[config.mk]
export PLATFORM = sky130hd
export DESIGN_NAME = pcmsp_ctrl
export DESIGN_NICKNAME = d
export VERILOG_FILES = /design/src/sv/pcmsp_pkg.sv /design/src/sv/pcmsp_ctrl.sv
export SDC_FILE = /design/constraint.sdc
export NUM_CORES = 1
export LEC_CHECK = 0
export BUFFER_PORTS_ARGS = -buffer_cell sky130_fd_sc_hd__buf_2
export CORE_MARGIN = 5
export CORE_UTILIZATION = 53
export DETAILED_ROUTE_END_ITERATION = 10
export PLACE_DENSITY_LB_ADDON = 0.15
export SYNTH_ARGS = -nofsm -noshare
export SYNTH_HDL_FRONTEND = slang
export SYNTH_SLANG_ARGS = --single-unit
[constraint.sdc]
create_clock -name clk -period 3.25 [get_ports clk]
set_clock_uncertainty 0.1 [all_clocks]
set_input_delay 0.325 -clock clk [delete_from_list [all_inputs] [get_ports clk]]
set_output_delay 0.325 -clock clk [all_outputs]
set_load 0.02 [all_outputs]
[src/sv/pcmsp_pkg.sv]
package pcmsp_pkg;

  typedef enum logic [1:0] {
    OP_WRITE = 2'd0,
    OP_READ  = 2'd1,
    OP_TICK  = 2'd2,
    OP_LOAD  = 2'd3
  } op_t;

  localparam logic [1:0] CFG_BANK_SHIFT = 2'd0;
  localparam logic [1:0] CFG_BANK_MASK  = 2'd1;
  localparam logic [1:0] CFG_STEP_SCALE = 2'd2;

  localparam logic [10:0] OFS_LVOL  = 11'h002;
  localparam logic [10:0] OFS_RVOL  = 11'h003;
  localparam logic [10:0] OFS_LOOPL = 11'h004;
  localparam logic [10:0] OFS_LOOPH = 11'h005;
  localparam logic [10:0] OFS_END   = 11'h006;
  localparam logic [10:0] OFS_PITCH = 11'h007;
  localparam logic [10:0] OFS_ADRL  = 11'h084;
  localparam logic [10:0] OFS_ADRH  = 11'h085;
  localparam logic [10:0] OFS_CTL   = 11'h086;

  typedef enum logic [3:0] {
    RA_NONE = 4'd0,
    RA_HOST = 4'd1,
    RA_CTL  = 4'd2,
    RA_ADRH = 4'd3,
    RA_ADRL = 4'd4,
    RA_END  = 4'd5,
    RA_LOOPH = 4'd6,
    RA_LOOPL = 4'd7,
    RA_PITCH = 4'd8,
    RA_LVOL = 4'd9,
    RA_RVOL = 4'd10
  } rsel_t;

  typedef enum logic [2:0] {
    WA_NONE = 3'd0,
    WA_HOST = 3'd1,
    WA_CTL  = 3'd2,
    WA_ADRL = 3'd3,
    WA_ADRH = 3'd4
  } wsel_t;

  typedef struct packed {
    logic       clear;
    logic       clr_done;
    rsel_t      rsel;
    wsel_t      wsel;
    logic [3:0] ch;
    logic       cap_rd;
    logic       lat;
    logic       eval;
    logic       rom_rd;
    logic       mac;
    logic       adv;
    logic       stop;
    logic       rom_wr;
    logic       fin;
  } cmd_t;

  typedef struct packed {
    logic ctl_stop;
    logic at_end;
    logic no_loop;
    logic clr_last;
  } sts_t;

endpackage

[src/sv/pcmsp_ctrl.sv]
module pcmsp_ctrl import pcmsp_pkg::*; #(
  parameter int CHANNELS = 16
) (
  input  logic       clk,
  input  logic       rst_n,
  input  logic       in_valid,
  output logic       in_ready,
  input  logic [1:0] in_operation,
  output logic       out_valid,
  input  logic       out_ready,
  output logic       res_rd,
  output logic       res_tick,
  output cmd_t       cmd,
  input  sts_t       sts
);

  typedef enum logic [6:0] {
    S_CLR  = 7'b0000001,
    S_IDLE = 7'b0000010,
    S_RD   = 7'b0000100,
    S_FETCH = 7'b0001000,
    S_EVAL = 7'b0010000,
    S_PLAY = 7'b0100000,
    S_OUT  = 7'b1000000
  } state_t;

  state_t state_r, state_nxt;
  logic [3:0] ch_r, ch_nxt;
  logic [3:0] k_r, k_nxt;
  logic out_valid_r, out_valid_nxt;
  logic rd_r, rd_nxt, tk_r, tk_nxt;

  localparam logic [3:0] LAST_CH = 4'(CHANNELS - 1);

  assign in_ready = (state_r == S_IDLE) && (!out_valid_r || out_ready);
  assign out_valid = out_valid_r;
  assign res_rd = rd_r;
  assign res_tick = tk_r;

  // Fetch schedule: k selects register, latched later from the registered read q_r
  function automatic rsel_t fsel(input logic [3:0] k);
    unique case (k)
      4'd0: return RA_CTL;
      4'd1: return RA_ADRH;
      4'd2: return RA_ADRL;
      4'd3: return RA_END;
      4'd4: return RA_LOOPH;
      4'd5: return RA_LOOPL;
      4'd6: return RA_PITCH;
      4'd7: return RA_LVOL;
      4'd8: return RA_RVOL;
      default: return RA_NONE;
    endcase
  endfunction

  always_comb begin
    state_nxt = state_r;
    ch_nxt = ch_r;
    k_nxt = k_r;
    out_valid_nxt = out_valid_r && !out_ready;
    rd_nxt = rd_r;
    tk_nxt = tk_r;
    cmd = '0;
    cmd.ch = ch_r;
    unique case (state_r)
      S_CLR: begin
        cmd.clear = 1'b1;
        if (sts.clr_last) begin
          cmd.clr_done = 1'b1;
          state_nxt = S_IDLE;
        end
      end
      S_IDLE: begin
        if (in_valid && in_ready) begin
          rd_nxt = 1'b0;
          tk_nxt = 1'b0;
          unique case (op_t'(in_operation))
            OP_WRITE: begin cmd.wsel = WA_HOST; out_valid_nxt = 1'b1; end
            OP_READ:  begin cmd.rsel = RA_HOST; state_nxt = S_RD; end
            OP_LOAD:  begin cmd.rom_wr = 1'b1; out_valid_nxt = 1'b1; end
            default: begin
              cmd.fin = 1'b1;
              ch_nxt = '0;
              k_nxt = '0;
              state_nxt = S_FETCH;
            end
          endcase
        end
      end
      S_RD: begin
        cmd.cap_rd = 1'b1;
        rd_nxt = 1'b1;
        out_valid_nxt = 1'b1;
        state_nxt = S_IDLE;
      end
      S_FETCH: begin
        // k: issue read of item k, latch item k-1 (tag via rsel of k)
        cmd.rsel = fsel(k_r);
        cmd.lat = (k_r != 4'd0);
        k_nxt = k_r + 4'd1;
        if (k_r == 4'd9) begin
          cmd.rsel = RA_NONE;
          state_nxt = S_EVAL;
        end
        if (k_r == 4'd2 && sts.ctl_stop) begin
          cmd.lat = 1'b0;
          state_nxt = S_PLAY;
          k_nxt = 4'd15;
        end
      end
      S_EVAL: begin
        // end page check; reload takes the latched loop address
        cmd.eval = 1'b1;
        if (sts.at_end && sts.no_loop) begin
          cmd.stop = 1'b1;
          cmd.wsel = WA_CTL;
          k_nxt = 4'd15;
        end else begin
          k_nxt = 4'd0;
        end
        state_nxt = S_PLAY;
      end
      S_PLAY: begin
        k_nxt = k_r + 4'd1;
        if (k_r == 4'd15) begin
          k_nxt = 4'd0;
          if (ch_r == LAST_CH) begin
            tk_nxt = 1'b1;
            out_valid_nxt = 1'b1;
            state_nxt = S_OUT;
          end else begin
            ch_nxt = ch_r + 4'd1;
            state_nxt = S_FETCH;
          end
        end else begin
          unique case (k_r)
            4'd0: cmd.rom_rd = 1'b1;
            4'd1: cmd.mac = 1'b1;
            4'd2: begin cmd.adv = 1'b1; end
            4'd3: cmd.wsel = WA_ADRL;
            4'd4: begin cmd.wsel = WA_ADRH; k_nxt = 4'd15; end
            default: k_nxt = 4'd15;
          endcase
        end
      end
      S_OUT: begin
        if (!out_valid_r || out_ready) state_nxt = S_IDLE;
        if (out_valid_r && out_ready) begin
          out_valid_nxt = 1'b0;
          state_nxt = S_IDLE;
        end
      end
      default: state_nxt = S_IDLE;
    endcase
  end

  always_ff @(posedge clk) begin
    if (!rst_n) begin
      state_r <= S_CLR;
      ch_r <= '0;
      k_r <= '0;
      out_valid_r <= 1'b0;
      rd_r <= 1'b0;
      tk_r <= 1'b0;
    end else begin
      state_r <= state_nxt;
      ch_r <= ch_nxt;
      k_r <= k_nxt;
      out_valid_r <= out_valid_nxt;
      rd_r <= rd_nxt;
      tk_r <= tk_nxt;
    end
  end

  a_no_accept_clr: assert property (@(posedge clk) disable iff (!rst_n)
    state_r == S_CLR |-> !in_ready) else $error("accept during clear");
  a_ready_idle: assert property (@(posedge clk) disable iff (!rst_n)
    in_ready |-> state_r == S_IDLE) else $error("ready outside idle");
  a_out_hold: assert property (@(posedge clk) disable iff (!rst_n)
    out_valid_r && !out_ready |=> out_valid_r) else $error("result dropped");

endmodule

==> results of run 1 <==
## worst max-delay path, stage by stage, from the launching register on
cell     delay [ns]
dfxtp_1        0.39
or4_1          0.71
nor3_2         0.33
and3_1         0.32
nand2_1        0.13
nand2_1        0.08
buf_2          0.16
## per-layer routing
layer | GRT usage (%) | up-vias | routed length (um)
li1 | - | 747 | -
met1 | 23.98 | 726 | 1724
met2 | 34.01 | 27 | 1956
met3 | 5.329 | 4 | 146
met4 | 6.234 | 0 | 55
met5 | 0 | - | 0
## final timing paths
check | end | cells past startpoint | startpoint
min | state_r[0] | 2 | sts[0]
min reg2reg | res_rd | 2 | res_rd
max reg2reg | register | 7 | k_r[0]
max | cmd[13] | 6 | state_r[2]
## cell families (layout without fill, tap and decap cells)
family | after synthesis | count (layout)
adders and majority gates | 10 | 10
buffers and inverters | 20 | 51
DFF | 22 | 22
xor gates and xnor gates | 3 | 3
and+or+nand+nor | 88 | 88
muxes | 2 | 2
AOI/OAI and AO/OA | 46 | 46
## placed cells by master (no fill, tap or decap), types with 2 or more instances in the layout
cell and instances:
o211a_1 2, nand4_1 2, a211oi_1 2, inv_1 12, nor2_1 19, nand2b_1 8, a31oi_1 5, nand3_1 4
and3_1 4, ha_1 10, nor4_1 2, or4_1 3, o21ai_0 6, xor2_1 2, nor3b_1 2, nand2_1 16
a21oi_1 12, a21oi_2 2, dfxtp_1 22, buf_2 35, a21boi_0 2, nor3_1 8, nor2b_1 4, clkbuf_4 3
and4_1 2, and2_1 7
## through the flow
| stage | cell area, um^2 | setup slack, ns | power, mW | utilization, % |
|---|---|---|---|---|
| after floorplan | 1516 | 0.8244 | 0.3698 | - |
| after global placement | 1695 | 0.7588 | 0.3981 | 61.48 |
| after detailed placement | 1695 | 0.5824 | 0.4015 | 61.48 |
| after CTS | 1748 | 0.4151 | 0.6111 | 63.38 |
| after global routing | 1748 | 0.2386 | 0.6390 | 63.38 |
| final | 1748 | 0.3988 | 0.6080 | 63.38 |
## power by group
group          internal [mW]  total (mW)  switching (mW)
Combinational         0.0398       0.111          0.0712
Clock                  0.125       0.211          0.0859
Sequential             0.275       0.286          0.0113
Total                  0.440       0.608           0.168
## layout make-up
type | instances | area [um^2]
well taps | 31 | 38.79
multi-input cells | 149 | 996.0
clock buffers | 3 | 22.52
clock inverters | 1 | 30.03
repair buffers | 35 | 175.2
flip-flops and latches | 22 | 440.4
inverters | 12 | 45.04
fillers | 261 | 1010
==> impl_metrics.py, run 1 <==
metrics = {
    "synth": {
        "synthCells": 191,
        "synth_top_family_by_area": "simple AND/OR/NAND/NOR gates",
        "synth.most_common_cell": "dfxtp_1",
        "syn_area_per_cell_um2": 7.940,
        "yosys_register_bits": 22,
        "synth_area_leaders": "dfxtp_1 (29%), ha_1 (8.3%), nor2_1 (4.7%)",
        "synth_compound_area_share_pct": 22.44,
        "synth.largest_area_cell": "dfxtp_1",
        "ys_seq_area_share_pct": 29.04,
        "synth_common_cells": "dfxtp_1 (22), nor2_1 (19), nand2_1 (16), a21oi_1 (12), inv_1 (12)",
        "netlist_area_mm2": 0.001516,
        "synth-main-ff-cell": "dfxtp_1",
        "synth_warnings": 0,
        "muxShareOfSynthArea_pct": 1.568,
        "synthArstFlopShare_pct": 0,
        "synth_fa_ha_area_share_pct": 8.251,
        "netlist.area_leader.share_pct": 29.04,
        "synth_edf_count": 0,
        "synth.distinct_cells": 52,
        "syn-num-nets": 211,
        "synthSimpleGateAreaFrac_pct": 31.68,
        "synth-xor-area-share_pct": 1.733,
    },
    "global_routing": {
        "antenna_found_initial": 0,
        "grt.overflow.total": 0,
        "grt_max_degree": 16,
        "grt_pass1_vias": 1462,
        "grt_pass1_wl_um": 6672,
        "gr-usage-all-layers_pct": 19.91,
    },
    "drt": {
        "vias": 1504,
        "ant_nets": 0,
        "drc": 0,
        "drt_iter0_drc": 66,
        "routed_wl_um": 3883,
        "wl_per_cell_um": 15.35,
        "viasPerCell": 5.945,
        "drt-pass1-iter-count": 4,
    },
    "sta": {
        "fmax_mhz": 350.7,
        "finalCriticalPeriod_ns": 2.851,
        "rsz0062_at_grt": "false",
        "report.final.slew_viol_count": 0,
        "setup_tns_ns": 0,
        "setup_viol": 0,
        "hold_viol_final": 0,
        "period_share_pct": 87.73,
        "holdWs_ns": 0.1263,
        "tightestPinTransition_ns": 0.5937,
        "slew_headroom_pct": 60.24,
    },
    "die": {
        "start_util_pct": 54.99,
        "rows": 19,
        "die-area_mm2": 0.004031,
        "fp.coreArea_mm2": 0.002758,
        "die_h_um": 63.49,
        "die_x_um": 63.49,
        "io_pins": 36,
    },
    "pwr": {
        "p_per_area_mw_per_mm2": 347.8,
        "p_leak_nw": 0.7910,
        "worst_ir_drop_vdd_mv": 0.4214,
    },
    "critical_path": {
        "end_kind": "output port",
        "cp_max_fo": 8,
        "arrival_ns": 2.43,
        "worstSetupPathType": "register to output port",
        "rrSetupSlack_ns": 0.54,
        "required_ns": 2.82,
        "critical_path.startpoint_type": "register",
    },
    "cts": {
        "postCtsHoldBufs": 0,
        "clkSinkCount": 22,
        "cts.htree.levels": 1,
        "cts-root-buf": "clkbuf_4",
        "post_cts_resized": 0,
        "cts_inserted_buffers": 3,
        "path_clk_slew_ns": 0.13,
        "cts-root-to-sink-buffers": 2,
        "cts_tree": "yes",
        "clock_latency_ns": 0.31,
        "post_cts_buffers": 0,
    },
    "layout": {
        "syn_to_final_growth_pct": 15.26,
        "nets": 243,
        "drive_above_1_share_pct": 22.52,
        "num_antenna_cells": 0,
        "instances_no_fill": 253,
    },
    "run": {
        "maxCapViolCount": 0,
    },
    "worst_hold_path": {
        "hold_class": "input pin to register",
    },
    "place": {
        "place.gp.congestion": 0.9439,
        "placement.io_buffers": 35,
        "dp.cells": 249,
        "dp.final_hpwl_um": 3062,
    },
    "status": {
        "outcome": "finished clean",
    },
}
(Power assumes the default switching activity.)
==> run 2: changes to the inputs <==
Settings changed: MAX_ROUTING_LAYER set to met4.
==> impl_metrics.py, run 2 (synthesis results as in run 1) <==
metrics = {
    "status": {
        "outcome": "finished clean",
    },
    "critical_path": {
        "crit_top_cell": "nand2_1",
        "ff2ff_path_depth": 7,
        "end_kind": "output port",
        "crit-reg2reg-launch": "k_r[0]",
        "endpoint": "cmd[13]",
        "required_ns": 2.82,
        "crit_chain": "or4_1 > nor3_2 > and3_1 > nand2_1 > nand2_1 > buf_2",
        "critical_path.startpoint_type": "register",
        "worst_path_max_delay_cell": "or4_1",
        "startpoint": "state_r[2]",
        "arrival_ns": 2.43,
        "cp_max_fo": 8,
        "worstSetupPathType": "register to output port",
        "rrSetupSlack_ns": 0.54,
        "timing.critical_path.slowest_cell_delay_ns": 0.71,
    },
    "cts": {
        "cts.htree.levels": 1,
        "clkSinkCount": 22,
        "postCtsHoldBufs": 0,
        "cts-root-buf": "clkbuf_4",
        "path_clk_slew_ns": 0.13,
        "cts-root-to-sink-buffers": 2,
        "cts_tree": "yes",
        "post_cts_buffers": 0,
        "post_cts_resized": 0,
        "cts_inserted_buffers": 3,
        "clock_latency_ns": 0.31,
    },
    "pwr": {
        "p_switching_mw": 0.1693,
        "p_leak_nw": 0.7910,
        "p_int_mw": 0.4396,
        "combPwrFrac_pct": 18.2,
        "p_per_area_mw_per_mm2": 348.4,
        "swShare_pct": 27.81,
        "sequentialPowerShare_pct": 47.0,
        "clkPwrFrac_pct": 34.7,
        "worst_ir_drop_vdd_mv": 0.4253,
    },
    "drt": {
        "ant_nets": 0,
        "wl_per_cell_um": 15.38,
        "drt-pass1-iter-count": 4,
        "routed_wl_um": 3892,
        "viasPerCell": 5.972,
        "drt_iter0_drc": 68,
        "drc": 0,
        "vias": 1511,
    },
    "die": {
        "die_x_um": 63.49,
        "start_util_pct": 54.99,
        "die-area_mm2": 0.004031,
        "rows": 19,
        "io_pins": 36,
        "die_h_um": 63.49,
        "fp.coreArea_mm2": 0.002758,
    },
    "sta": {
        "slew_headroom_pct": 60.08,
        "rsz0062_at_grt": "false",
        "setup_tns_ns": 0,
        "hold_viol_final": 0,
        "report.final.slew_viol_count": 0,
        "tightestPinTransition_ns": 0.5961,
        "fmax_mhz": 350.8,
        "setup_viol": 0,
        "period_share_pct": 87.72,
        "finalCriticalPeriod_ns": 2.851,
    },
    "global_routing": {
        "grt_pass1_vias": 1460,
        "grt_pass1_wl_um": 6672,
        "antenna_found_initial": 0,
        "grt_max_degree": 16,
        "grt.overflow.total": 0,
        "gr-usage-all-layers_pct": 20.41,
    },
    "run": {
        "maxCapViolCount": 0,
    },
    "place": {
        "dp.final_hpwl_um": 3062,
        "place.gp.congestion": 0.9609,
        "placement.io_buffers": 35,
        "dp.cells": 249,
    },
    "layout": {
        "nets": 243,
        "layout_common_cells": "buf_2 (35), dfxtp_1 (22), nor2_1 (19)",
        "layout_commonest_cell": "buf_2",
        "drive_above_1_share_pct": 22.52,
        "instances_no_fill": 253,
        "num_antenna_cells": 0,
        "syn_to_final_growth_pct": 15.26,
    },
    "worst_hold_path": {
        "hold_class": "input pin to register",
    },
}
-- run 2: cell counts in the layout (fill, tap and decap cells not counted) --
No cell type changed its count.
-- run 2: final cells by class --
class / count / area [um^2]
Fill cell: 261 / 1010
Multi-Input combinational cell: 149 / 996.0
Sequential cell: 22 / 440.4
Timing Repair Buffer: 35 / 175.2
Inverter: 12 / 45.04
Tap cell: 31 / 38.79
Clock inverter: 1 / 30.03
Clock buffer: 3 / 22.52
-- run 2: worst min-delay path by stage --
stage / start / to / slack, ns / cells after the start
final: sts[0] / state_r[0] / 0.13 / 2
after global routing: sts[0] / state_r[0] / 0.12 / 2
after CTS: sts[0] / state_r[0] / 0.13 / 2
after detailed placement: res_rd / res_rd / 0.38 / 2
after global placement: res_rd / res_rd / 0.37 / 2
after floorplan: rst_n / state_r[0] / 0.30 / 1
-- run 2: worst max-delay path: cells and delay by family, from the launching register on --
kind          cells  cell delay, ns
flops             1            0.39
buf+inv           1            0.15
simple gates      5            1.57
-- run 2: power groups by stage --
stage | combinational (mW) | sequential (mW) | clock (mW)
floorplan | 0.0842 | 0.286 | 0
finish | 0.111 | 0.286 | 0.211
global route | 0.124 | 0.287 | 0.228
detailed placement | 0.110 | 0.292 | 0
CTS | 0.110 | 0.286 | 0.215
global placement | 0.107 | 0.291 | 0
-- run 2: metrics by stage --
stage                     power [mW]  hold slack, ns  util (%)  instance area (um^2)  worst slack, ns
after global routing          0.6393          0.1238     63.38                  1748           0.2505
after CTS                     0.6111          0.1266     63.38                  1748           0.4151
after detailed placement      0.4015          0.3783     61.48                  1695           0.5824
final                         0.6089          0.1279     63.38                  1748           0.3990
after floorplan               0.3698          0.3012         -                  1516           0.8244
after global placement        0.3981          0.3650     61.48                  1695           0.7588
-- run 2: routing by layer --
layer / GRT usage (%) / routed length [um] / up-vias / part of all wire [%]
met4: 6.234 / 61 / 0 / 1.6
met1: 24.09 / 1748 / 727 / 45
li1: - / - / 749 / -
met2: 34.01 / 1936 / 29 / 50
met3: 4.973 / 145 / 6 / 3.7
met5: - / 0 / - / 0
